## config.mk

```make
export PLATFORM = sky130hd
export DESIGN_NAME = compass_turn_median_window_top
export DESIGN_NICKNAME = d
export VERILOG_FILES = /design/src/design/ctm_pkg.sv /design/src/design/ctm_ram.sv /design/src/design/ctm_sorter.sv /design/src/design/compass_turn_median_window_top.sv
export SDC_FILE = /design/constraint.sdc
export NUM_CORES = 1
export LEC_CHECK = 0
export ABC_AREA = 1
export BUFFER_PORTS_ARGS = -buffer_cell sky130_fd_sc_hd__buf_2
export CAP_MARGIN = 20
export CORE_MARGIN = 2
export CORE_UTILIZATION = 47
export DETAILED_ROUTE_END_ITERATION = 10
export GPL_TIMING_DRIVEN = 0
export HOLD_SLACK_MARGIN = 0.02
export PLACE_DENSITY = 0.74
export SLEW_MARGIN = 20
export SYNTH_ARGS = -nofsm -noshare
export SYNTH_HDL_FRONTEND = slang
export SYNTH_HIERARCHICAL = 1
export SYNTH_SLANG_ARGS = --single-unit
```

## constraint.sdc

```tcl
create_clock -name clk -period 4.1 [get_ports clk]
set_clock_uncertainty 0.05 [all_clocks]
set_input_delay 0 -clock clk [delete_from_list [all_inputs] [get_ports clk]]
set_output_delay 0 -clock clk [all_outputs]
set_load 0.02 [all_outputs]
```

## src/design/ctm_pkg.sv

```systemverilog
// ----------------------------------------------------------------------------
// ctm_pkg
// Shared constants and types for the compass turn median window block.
// ----------------------------------------------------------------------------
`default_nettype none

package ctm_pkg;

  localparam int SAMPLES_PER_GROUP = 10;
  localparam int IDX_W             = $clog2(SAMPLES_PER_GROUP);
  localparam int CNT_W             = $clog2(SAMPLES_PER_GROUP + 1);
  localparam int MEDIAN_IDX        = (SAMPLES_PER_GROUP - 1) / 2;

  localparam int DEG_W             = 9;
  localparam logic [DEG_W-1:0] FULL_CIRCLE = 9'd360;

  localparam logic [7:0] TOL_RESET   = 8'd10;
  localparam logic [6:0] POWER_RESET = 7'd70;

  // configuration register indexes
  localparam logic CFG_TOLERANCE = 1'b0;
  localparam logic CFG_POWER     = 1'b1;

  // input opcodes
  localparam logic OP_START  = 1'b0;
  localparam logic OP_SAMPLE = 1'b1;

  // result kinds
  localparam logic [1:0] KIND_DRIVE   = 2'd0;
  localparam logic [1:0] KIND_TURNING = 2'd1;
  localparam logic [1:0] KIND_DONE    = 2'd2;

  typedef struct packed {
    logic             valid;
    logic [DEG_W-1:0] bearing;
    logic [CNT_W-1:0] count;
  } sort_req_t;

  typedef struct packed {
    logic             valid;
    logic             full;
    logic [DEG_W-1:0] median;
  } sort_rsp_t;

endpackage

`default_nettype wire

```

## src/design/ctm_ram.sv

```systemverilog
// ----------------------------------------------------------------------------
// ctm_ram
// Simple dual-port RAM: one write port, one read port, registered read data.
// ----------------------------------------------------------------------------
`default_nettype none

module ctm_ram #(
  parameter int DEPTH = 10,
  parameter int WIDTH = 9
) (
  input  wire logic                     clk,
  input  wire logic                     wr_en,
  input  wire logic [$clog2(DEPTH)-1:0] wr_addr,
  input  wire logic [WIDTH-1:0]         wr_data,
  input  wire logic                     rd_en,
  input  wire logic [$clog2(DEPTH)-1:0] rd_addr,
  output logic      [WIDTH-1:0]         rd_data
);

  logic [WIDTH-1:0] mem [DEPTH];

  always_ff @(posedge clk) begin
    if (wr_en) begin
      mem[wr_addr] <= wr_data;
    end
  end

  always_ff @(posedge clk) begin
    if (rd_en) begin
      rd_data <= mem[rd_addr];
    end
  end

endmodule

`default_nettype wire

```

## src/design/ctm_sorter.sv

```systemverilog
// ----------------------------------------------------------------------------
// ctm_sorter
// Keeps the current sample group sorted in RAM by insertion: walks down from
// the top entry one read per cycle, shifting larger entries up, then places
// the new sample. On a full group the lower median entry is read out.
// ----------------------------------------------------------------------------
`default_nettype none

module ctm_sorter (
  input  wire logic               clk,
  input  wire logic               rst,
  input  wire ctm_pkg::sort_req_t req,
  output ctm_pkg::sort_rsp_t      rsp
);

  import ctm_pkg::*;

  typedef enum logic [4:0] {
    S_IDLE  = 5'b00001,
    S_WALK  = 5'b00010,
    S_PLACE = 5'b00100,
    S_MRD   = 5'b01000,
    S_MWT   = 5'b10000
  } sort_state_t;

  sort_state_t      state;
  logic [IDX_W-1:0] k;
  logic [DEG_W-1:0] v;
  logic             full;

  logic             wr_en;
  logic [IDX_W-1:0] wr_addr;
  logic [DEG_W-1:0] wr_data;
  logic             rd_en;
  logic [IDX_W-1:0] rd_addr;
  logic [DEG_W-1:0] rd_data;
  logic             shift_up;

  assign shift_up = rd_data > v;

  ctm_ram #(
    .DEPTH(SAMPLES_PER_GROUP),
    .WIDTH(DEG_W)
  ) u_ram (
    .clk    (clk),
    .wr_en  (wr_en),
    .wr_addr(wr_addr),
    .wr_data(wr_data),
    .rd_en  (rd_en),
    .rd_addr(rd_addr),
    .rd_data(rd_data)
  );

  always_comb begin
    wr_en   = 1'b0;
    wr_addr = k;
    wr_data = v;
    rd_en   = 1'b0;
    rd_addr = k - IDX_W'(1);
    case (state)
      S_IDLE: begin
        if (req.valid) begin
          if (req.count == '0) begin
            wr_en   = 1'b1;
            wr_addr = '0;
            wr_data = req.bearing;
          end else begin
            rd_en   = 1'b1;
            rd_addr = req.count[IDX_W-1:0] - IDX_W'(1);
          end
        end
      end
      S_WALK: begin
        wr_en = 1'b1;
        if (shift_up) begin
          wr_data = rd_data;
          if (k != IDX_W'(1)) begin
            rd_en   = 1'b1;
            rd_addr = k - IDX_W'(2);
          end
        end
      end
      S_PLACE: begin
        wr_en = 1'b1;
      end
      S_MRD: begin
        rd_en   = 1'b1;
        rd_addr = IDX_W'(MEDIAN_IDX);
      end
      S_MWT: begin
      end
      default: begin
      end
    endcase
  end

  always_ff @(posedge clk) begin
    if (rst) begin
      state     <= S_IDLE;
      rsp.valid <= 1'b0;
    end else begin
      rsp.valid <= 1'b0;
      case (state)
        S_IDLE: begin
          if (req.valid) begin
            v    <= req.bearing;
            k    <= req.count[IDX_W-1:0];
            full <= req.count == CNT_W'(SAMPLES_PER_GROUP - 1);
            if (req.count == '0) begin
              rsp.valid <= 1'b1;
              rsp.full  <= 1'b0;
            end else begin
              state <= S_WALK;
            end
          end
        end
        S_WALK: begin
          if (shift_up) begin
            k <= k - IDX_W'(1);
            if (k == IDX_W'(1)) begin
              state <= S_PLACE;
            end
          end else if (full) begin
            state <= S_MRD;
          end else begin
            rsp.valid <= 1'b1;
            rsp.full  <= 1'b0;
            state     <= S_IDLE;
          end
        end
        S_PLACE: begin
          if (full) begin
            state <= S_MRD;
          end else begin
            rsp.valid <= 1'b1;
            rsp.full  <= 1'b0;
            state     <= S_IDLE;
          end
        end
        S_MRD: begin
          state <= S_MWT;
        end
        S_MWT: begin
          rsp.valid  <= 1'b1;
          rsp.full   <= 1'b1;
          rsp.median <= rd_data;
          state      <= S_IDLE;
        end
        default: begin
          state <= S_IDLE;
        end
      endcase
    end
  end

  a_no_rw_collision: assert property (@(posedge clk) disable iff (rst)
    (rd_en && wr_en) |-> (rd_addr != wr_addr))
    else $error("read and write hit the same entry");

  a_walk_index: assert property (@(posedge clk) disable iff (rst)
    (state == S_WALK) |-> (k != '0))
    else $error("insertion walk below entry zero");

  a_median_read: assert property (@(posedge clk) disable iff (rst)
    (rsp.valid && rsp.full) |-> ($past(state) == S_MWT))
    else $error("median reported without median read");

endmodule

`default_nettype wire

```

## src/design/compass_turn_median_window_top.sv

```systemverilog
// ----------------------------------------------------------------------------
// compass_turn_median_window_top
// Compass-guided turn controller with median-filtered headings.
// ----------------------------------------------------------------------------
// A start transaction does not occupy the block. A bearing sample is inserted
// in sorted order into the group RAM: the insertion walks from the top entry
// down, one RAM read per cycle, and the tenth sample of a group adds a read
// of the median entry. A new transaction is taken once the insertion is
// finished and the result register is free or being emptied.
`default_nettype none

module compass_turn_median_window_top (
  input  wire logic                       clk,
  input  wire logic                       rst,
  input  wire logic                       in_valid,
  output logic                            in_ready,
  input  wire logic                       opcode,
  input  wire logic signed [9:0]          turn_degrees,
  input  wire logic [ctm_pkg::DEG_W-1:0]  bearing,
  output logic                            out_valid,
  input  wire logic                       out_ready,
  output logic [1:0]                      result_kind,
  output logic                            turn_positive,
  output logic [6:0]                      power,
  output logic [ctm_pkg::DEG_W-1:0]       median_bearing,
  output logic [ctm_pkg::DEG_W-1:0]       target_heading,
  input  wire logic                       cfg_wr_en,
  input  wire logic                       cfg_index,
  input  wire logic [7:0]                 cfg_data
);

  import ctm_pkg::*;

  typedef enum logic [2:0] {
    PH_IDLE  = 3'b001,
    PH_FIRST = 3'b010,
    PH_TURN  = 3'b100
  } phase_t;

  phase_t             phase;
  logic               busy;
  logic [CNT_W-1:0]   sample_count;
  logic signed [9:0]  pending_angle;
  logic [DEG_W-1:0]   target;
  logic [7:0]         window_tolerance;
  logic [6:0]         drive_power;

  logic               in_fire;
  logic [DEG_W-1:0]   bearing_wrapped;
  logic               angle_positive;
  sort_req_t          sreq;
  sort_rsp_t          srsp;

  logic signed [10:0] tgt_sum;
  logic signed [10:0] tgt_wrapped;
  logic [DEG_W-1:0]   tgt_new;
  logic [DEG_W-1:0]   diff;
  logic [DEG_W-1:0]   diff_alt;
  logic [DEG_W-1:0]   arc;
  logic               in_window;

  assign in_ready = !busy && (!out_valid || out_ready);
  assign in_fire  = in_valid && in_ready;

  assign bearing_wrapped = (bearing >= FULL_CIRCLE) ? bearing - FULL_CIRCLE : bearing;
  assign angle_positive  = !pending_angle[9] && (pending_angle != '0);

  assign sreq.valid   = in_fire && (opcode == OP_SAMPLE) && (phase != PH_IDLE);
  assign sreq.bearing = bearing_wrapped;
  assign sreq.count   = sample_count;

  ctm_sorter u_sorter (
    .clk(clk),
    .rst(rst),
    .req(sreq),
    .rsp(srsp)
  );

  // target = (median + angle) mod 360; the sum spans -512..870
  always_comb begin
    tgt_sum = $signed({2'b00, srsp.median}) + 11'(pending_angle);
    if (tgt_sum < -11'sd360) begin
      tgt_wrapped = tgt_sum + 11'sd720;
    end else if (tgt_sum < 0) begin
      tgt_wrapped = tgt_sum + 11'sd360;
    end else if (tgt_sum >= 11'sd720) begin
      tgt_wrapped = tgt_sum - 11'sd720;
    end else if (tgt_sum >= 11'sd360) begin
      tgt_wrapped = tgt_sum - 11'sd360;
    end else begin
      tgt_wrapped = tgt_sum;
    end
    tgt_new = tgt_wrapped[DEG_W-1:0];
  end

  // circular distance from target to median
  assign diff      = (srsp.median > target) ? srsp.median - target : target - srsp.median;
  assign diff_alt  = FULL_CIRCLE - diff;
  assign arc       = (diff > diff_alt) ? diff_alt : diff;
  assign in_window = arc < {1'b0, window_tolerance};

  always_ff @(posedge clk) begin
    if (rst) begin
      window_tolerance <= TOL_RESET;
      drive_power      <= POWER_RESET;
    end else if (cfg_wr_en) begin
      case (cfg_index)
        CFG_TOLERANCE: window_tolerance <= cfg_data;
        CFG_POWER:     drive_power      <= cfg_data[6:0];
        default:       ;
      endcase
    end
  end

  always_ff @(posedge clk) begin
    if (rst) begin
      phase         <= PH_IDLE;
      busy          <= 1'b0;
      sample_count  <= '0;
      pending_angle <= '0;
      target        <= '0;
      out_valid     <= 1'b0;
    end else begin
      if (out_valid && out_ready) begin
        out_valid <= 1'b0;
      end
      if (in_fire) begin
        if (opcode == OP_START) begin
          sample_count  <= '0;
          pending_angle <= turn_degrees;
          if (turn_degrees == '0) begin
            phase          <= PH_IDLE;
            out_valid      <= 1'b1;
            result_kind    <= KIND_DONE;
            turn_positive  <= 1'b0;
            power          <= '0;
            median_bearing <= '0;
            target_heading <= '0;
          end else begin
            phase <= PH_FIRST;
          end
        end else if (phase != PH_IDLE) begin
          busy <= 1'b1;
        end
      end
      if (srsp.valid) begin
        busy <= 1'b0;
        if (!srsp.full) begin
          sample_count <= sample_count + CNT_W'(1);
        end else begin
          sample_count   <= '0;
          out_valid      <= 1'b1;
          turn_positive  <= angle_positive;
          median_bearing <= srsp.median;
          if (phase == PH_FIRST) begin
            target         <= tgt_new;
            phase          <= PH_TURN;
            result_kind    <= KIND_DRIVE;
            power          <= drive_power;
            target_heading <= tgt_new;
          end else begin
            power          <= '0;
            target_heading <= target;
            if (in_window) begin
              phase       <= PH_IDLE;
              result_kind <= KIND_DONE;
            end else begin
              result_kind <= KIND_TURNING;
            end
          end
        end
      end
    end
  end

  a_rsp_while_busy: assert property (@(posedge clk) disable iff (rst)
    srsp.valid |-> busy)
    else $error("sorter response without pending insertion");

  a_group_needs_turn: assert property (@(posedge clk) disable iff (rst)
    (srsp.valid && srsp.full) |-> (phase != PH_IDLE))
    else $error("group completed while idle");

  a_result_slot_free: assert property (@(posedge clk) disable iff (rst)
    (srsp.valid && srsp.full) |-> !out_valid)
    else $error("result register overwritten");

endmodule

`default_nettype wire

```

==> flow_metrics.tcl <==
set metrics [dict create \
    synth-xor-area-share_pct 1.56 \
    core_sq_um 24500 \
    r2r_end "result_kind[0]$_DFFE_PN_" \
    layout-drive-gt1-share_pct 19.1 \
    wl_microns 32400 \
    die_h_microns 162 \
    cpMostUsedCell "nand2_4" \
    track_usage_pct 24.1 \
    ys_seq_area_share_pct 46.8 \
    gp_congestion 0.923 \
    dp_hpwl_microns 22100 \
    path_class "reg2reg" \
    grt_pass1_vias 9842 \
    io_buffer_count 63 \
    worst_slew_pin_slew_ps 935 \
    crit_arrival_ps 4820 \
    cpPeakStageDelay_ps 520 \
    p_leak_uw 0.00647 \
    grt_use_met3_pct 3.74 \
    crit_end "result_kind[0]$_DFFE_PN_" \
    finalMaxSlewViolations 0 \
    clk_pin_slew_worst_paths_ps 90 \
    whs_ps 65.9 \
    rr_worst_depth 33 \
    fillers 2032 \
    rsz0062_at_grt "yes" \
    cts_buffer_depth 2 \
    ys.warnings.count 6 \
    synthToLayoutAreaGrowth_pct 21.9 \
    grt_max_degree 28 \
    r2r_setup_slack_ps -560 \
    setup_slack_ps -558 \
    n_antenna_cell 0 \
    cts_made_buffers 17 \
    ys_ff_latch 200 \
    drc_errors 0 \
    cts_tree "built" \
    synthSimpleGateAreaFrac_pct 26.8 \
    start_util_pct 48.2 \
    fmax_mhz 215 \
    num_vias 10323 \
    yosys.area_share.adder_pct 7.09 \
    cts_max_level 4 \
    nNetsFinal 1688 \
    synth_top_family_by_area "simple AND/OR/NAND/NOR gates" \
    dp_slack_ps -809 \
    grt_pass1_wl_microns 49600 \
    setup_violations 5 \
    hold_violations 0 \
    clock-root-buffer "clkbuf_16" \
    cpMaxStageDelayCell "edfxtp_1" \
    slew_headroom_pct 37.4 \
    routedWlPerCell_microns 16.8 \
    met1_usage_pct 30.0 \
    die_x_microns 162 \
    io_pins 64 \
    hp-class "in2reg" \
    synth_area_leaders "edfxtp_1, nand2_1, dfxtp_1" \
    yosys.cell_types.count 54 \
    syn_area_sq_um 11800 \
    startpoint "u_sorter/rsp[5]$_DFFE_PP_" \
    syn_avg_cell_area_sq_um 8.32 \
    path_max_fanout 8 \
    powerDensity_nw_per_um2 321 \
    synth_nets 1515 \
    synth_mux_area_share_pct 0 \
    die_area_sq_um 26400 \
    required_ps 4260 \
    grt-busiest-layer "met2" \
    period_share_pct 114 \
    vias_per_cell 5.36 \
    violations "setup timing" \
    yosys.area.top_type "edfxtp_1" \
    max-cap-violations 0 \
    timing.rr.start "u_sorter/rsp[5]$_DFFE_PP_" \
    ant_nets 0 \
    insertion_delay_ps 450 \
    row_count 57 \
    synth-compound-area-share_pct 8.28 \
    period_minus_slack_ps 4660 \
    end_kind "register" \
    firstDrtPassIters 6 \
    synth_top_area_share_pct 38.5 \
    irDropWorstVdd_v 0.000230 \
    status "finished, violations left" \
    start_kind "register" \
    synthCells 1416 \
    cts_sinks 200 \
    grt_use_met2_pct 41.6 \
    antenna_found_initial 0 \
    grt_overflow_total 0 \
    drt_iter0_drc 894 \
]
layout make-up:
type	count	area (sq um)	area share, %
Multi-Input combinational cell	950	5570	38.8
Tap cell	324	405	2.82
Inverter	230	878	6.11
Clock buffer	17	425	2.96
Clock inverter	15	218	1.52
Timing Repair Buffer	156	1130	7.85
Sequential cell	200	5520	38.4
Buffer	34	224	1.56
Yosys cell counts, drive strengths merged:
| cell | n |
|---|---|
| or4 | 1 |
| nand2 | 381 |
| nand4 | 9 |
| nor3b | 1 |
| a32o | 7 |
| a21o | 3 |
| o211ai | 14 |
| ha | 62 |
| clkinv | 4 |
| o31ai | 1 |
| o21bai | 4 |
| edfxtp | 151 |
| a31oi | 2 |
| o21a | 1 |
| a21boi | 1 |
| nand3b | 4 |
| a22oi | 1 |
| or2 | 1 |
| clkbuf | 13 |
| fa | 3 |
| nor4 | 4 |
| o41ai | 1 |
| o21ai | 76 |
| a21oi | 52 |
| inv | 226 |
| nand3 | 177 |
| o2111ai | 1 |
| xor2 | 16 |
| nor3 | 6 |
| buf | 23 |
| dfxtp | 49 |
| nor2 | 116 |
| xnor2 | 5 |
registers in the layout, summed over array words and instances, names as in the netlist, 2 cells and up:
signal                  flops
target                      9
phase                       3
target_heading              9
u_sorter/k                  4
u_sorter/state              5
u_sorter/v                  9
u_sorter/rsp               11
sample_count                4
u_sorter/u_ram/rd_data      9
median_bearing              9
u_sorter/u_ram/mem         90
drive_power                 7
pending_angle              10
power                       7
window_tolerance            8
result_kind                 2
how the worst min path moves through the flow:
stage,from,end,slack (ps),cells after the start
finish,in_valid,busy$_SDFFE_PP0P_,70,5
CTS,in_valid,busy$_SDFFE_PP0P_,40,5
detailed placement,cfg_data[2],drive_power[2]$_SDFFE_PP1P_,180,3
global placement,cfg_data[6],drive_power[6]$_SDFFE_PP1P_,170,3
global route,in_valid,busy$_SDFFE_PP0P_,80,5
floorplan,rst,u_sorter/state[2]$_SDFFE_PP0P_,20,1
stage by stage:
stage | total power, uW | cells | utilization, % | setup TNS [ps] | area, sq um
finish | 4620 | 1926 | 58.7 | -2330 | 14400
global route | 4760 | 1926 | 58.7 | -3230 | 14400
CTS | 4610 | 1905 | 57.4 | -1540 | 14000
detailed placement | 2760 | 1804 | 51.6 | -3300 | 12600
global placement | 2750 | 1803 | 51.5 | -2990 | 12600
floorplan | 2610 | 1416 | - | -182 | 11900
repair_timing:
item                       in CTS  in global routing
setup buffers                  32                 22
setup endpoints to repair       5                 16
hold buffers                   38                  0
resized for setup              42                 40
pin swaps                      42                 42
hold endpoints to repair       41                  0
layer usage:
layer / vias up / wire length [microns] / part of all wire (%)
li1: 4984 / - / -
met1: 4816 / 13100 / 41
met2: 427 / 15700 / 48
met3: 96 / 2200 / 6.8
met4: 0 / 1360 / 4.2
met5: - / 0 / 0
layout by cell type, fill, tap and decap left out, types with 6 or more instances in the layout:
cell type,n
clkbuf_1,12
ha_4,11
clkbuf_16,17
nand4_1,8
nor2_1,102
o211ai_1,13
dfxtp_1,46
nand2_1,333
buf_6,11
a32o_1,7
nand3_1,167
a21oi_2,8
xor2_1,16
dlygate4sd3_1,38
o21ai_0,67
nand2_4,20
edfxtp_1,151
inv_1,204
nor2_4,9
buf_4,58
inv_12,6
ha_1,50
a21oi_1,42
inv_2,19
buf_2,67
nand2_2,27
worst max-delay path: cells and delay by family (launching register included):
kind / cells / cell delay [ps]
buffers and inverters: 4 / 380
AND/OR/NAND/NOR: 21 / 1910
AO/OA/AOI/OAI: 5 / 780
flip-flops: 1 / 520
adder cells (fa/ha/maj): 3 / 780
power breakdown:
group          leakage [uW]  internal (uW)  switching (uW)
logic               0.00436            187             338
registers           0.00179           2220            25.7
clock network      0.000314            918             927
logic make-up (layout without fill, tap and decap cells):
group,count (synthesis),in the layout
compound gates,164,164
xor+xnor,21,21
fa+ha+maj,65,65
buf+inv,266,452
flops,200,200
simple gates,700,700
(Power assumes the default switching activity.)
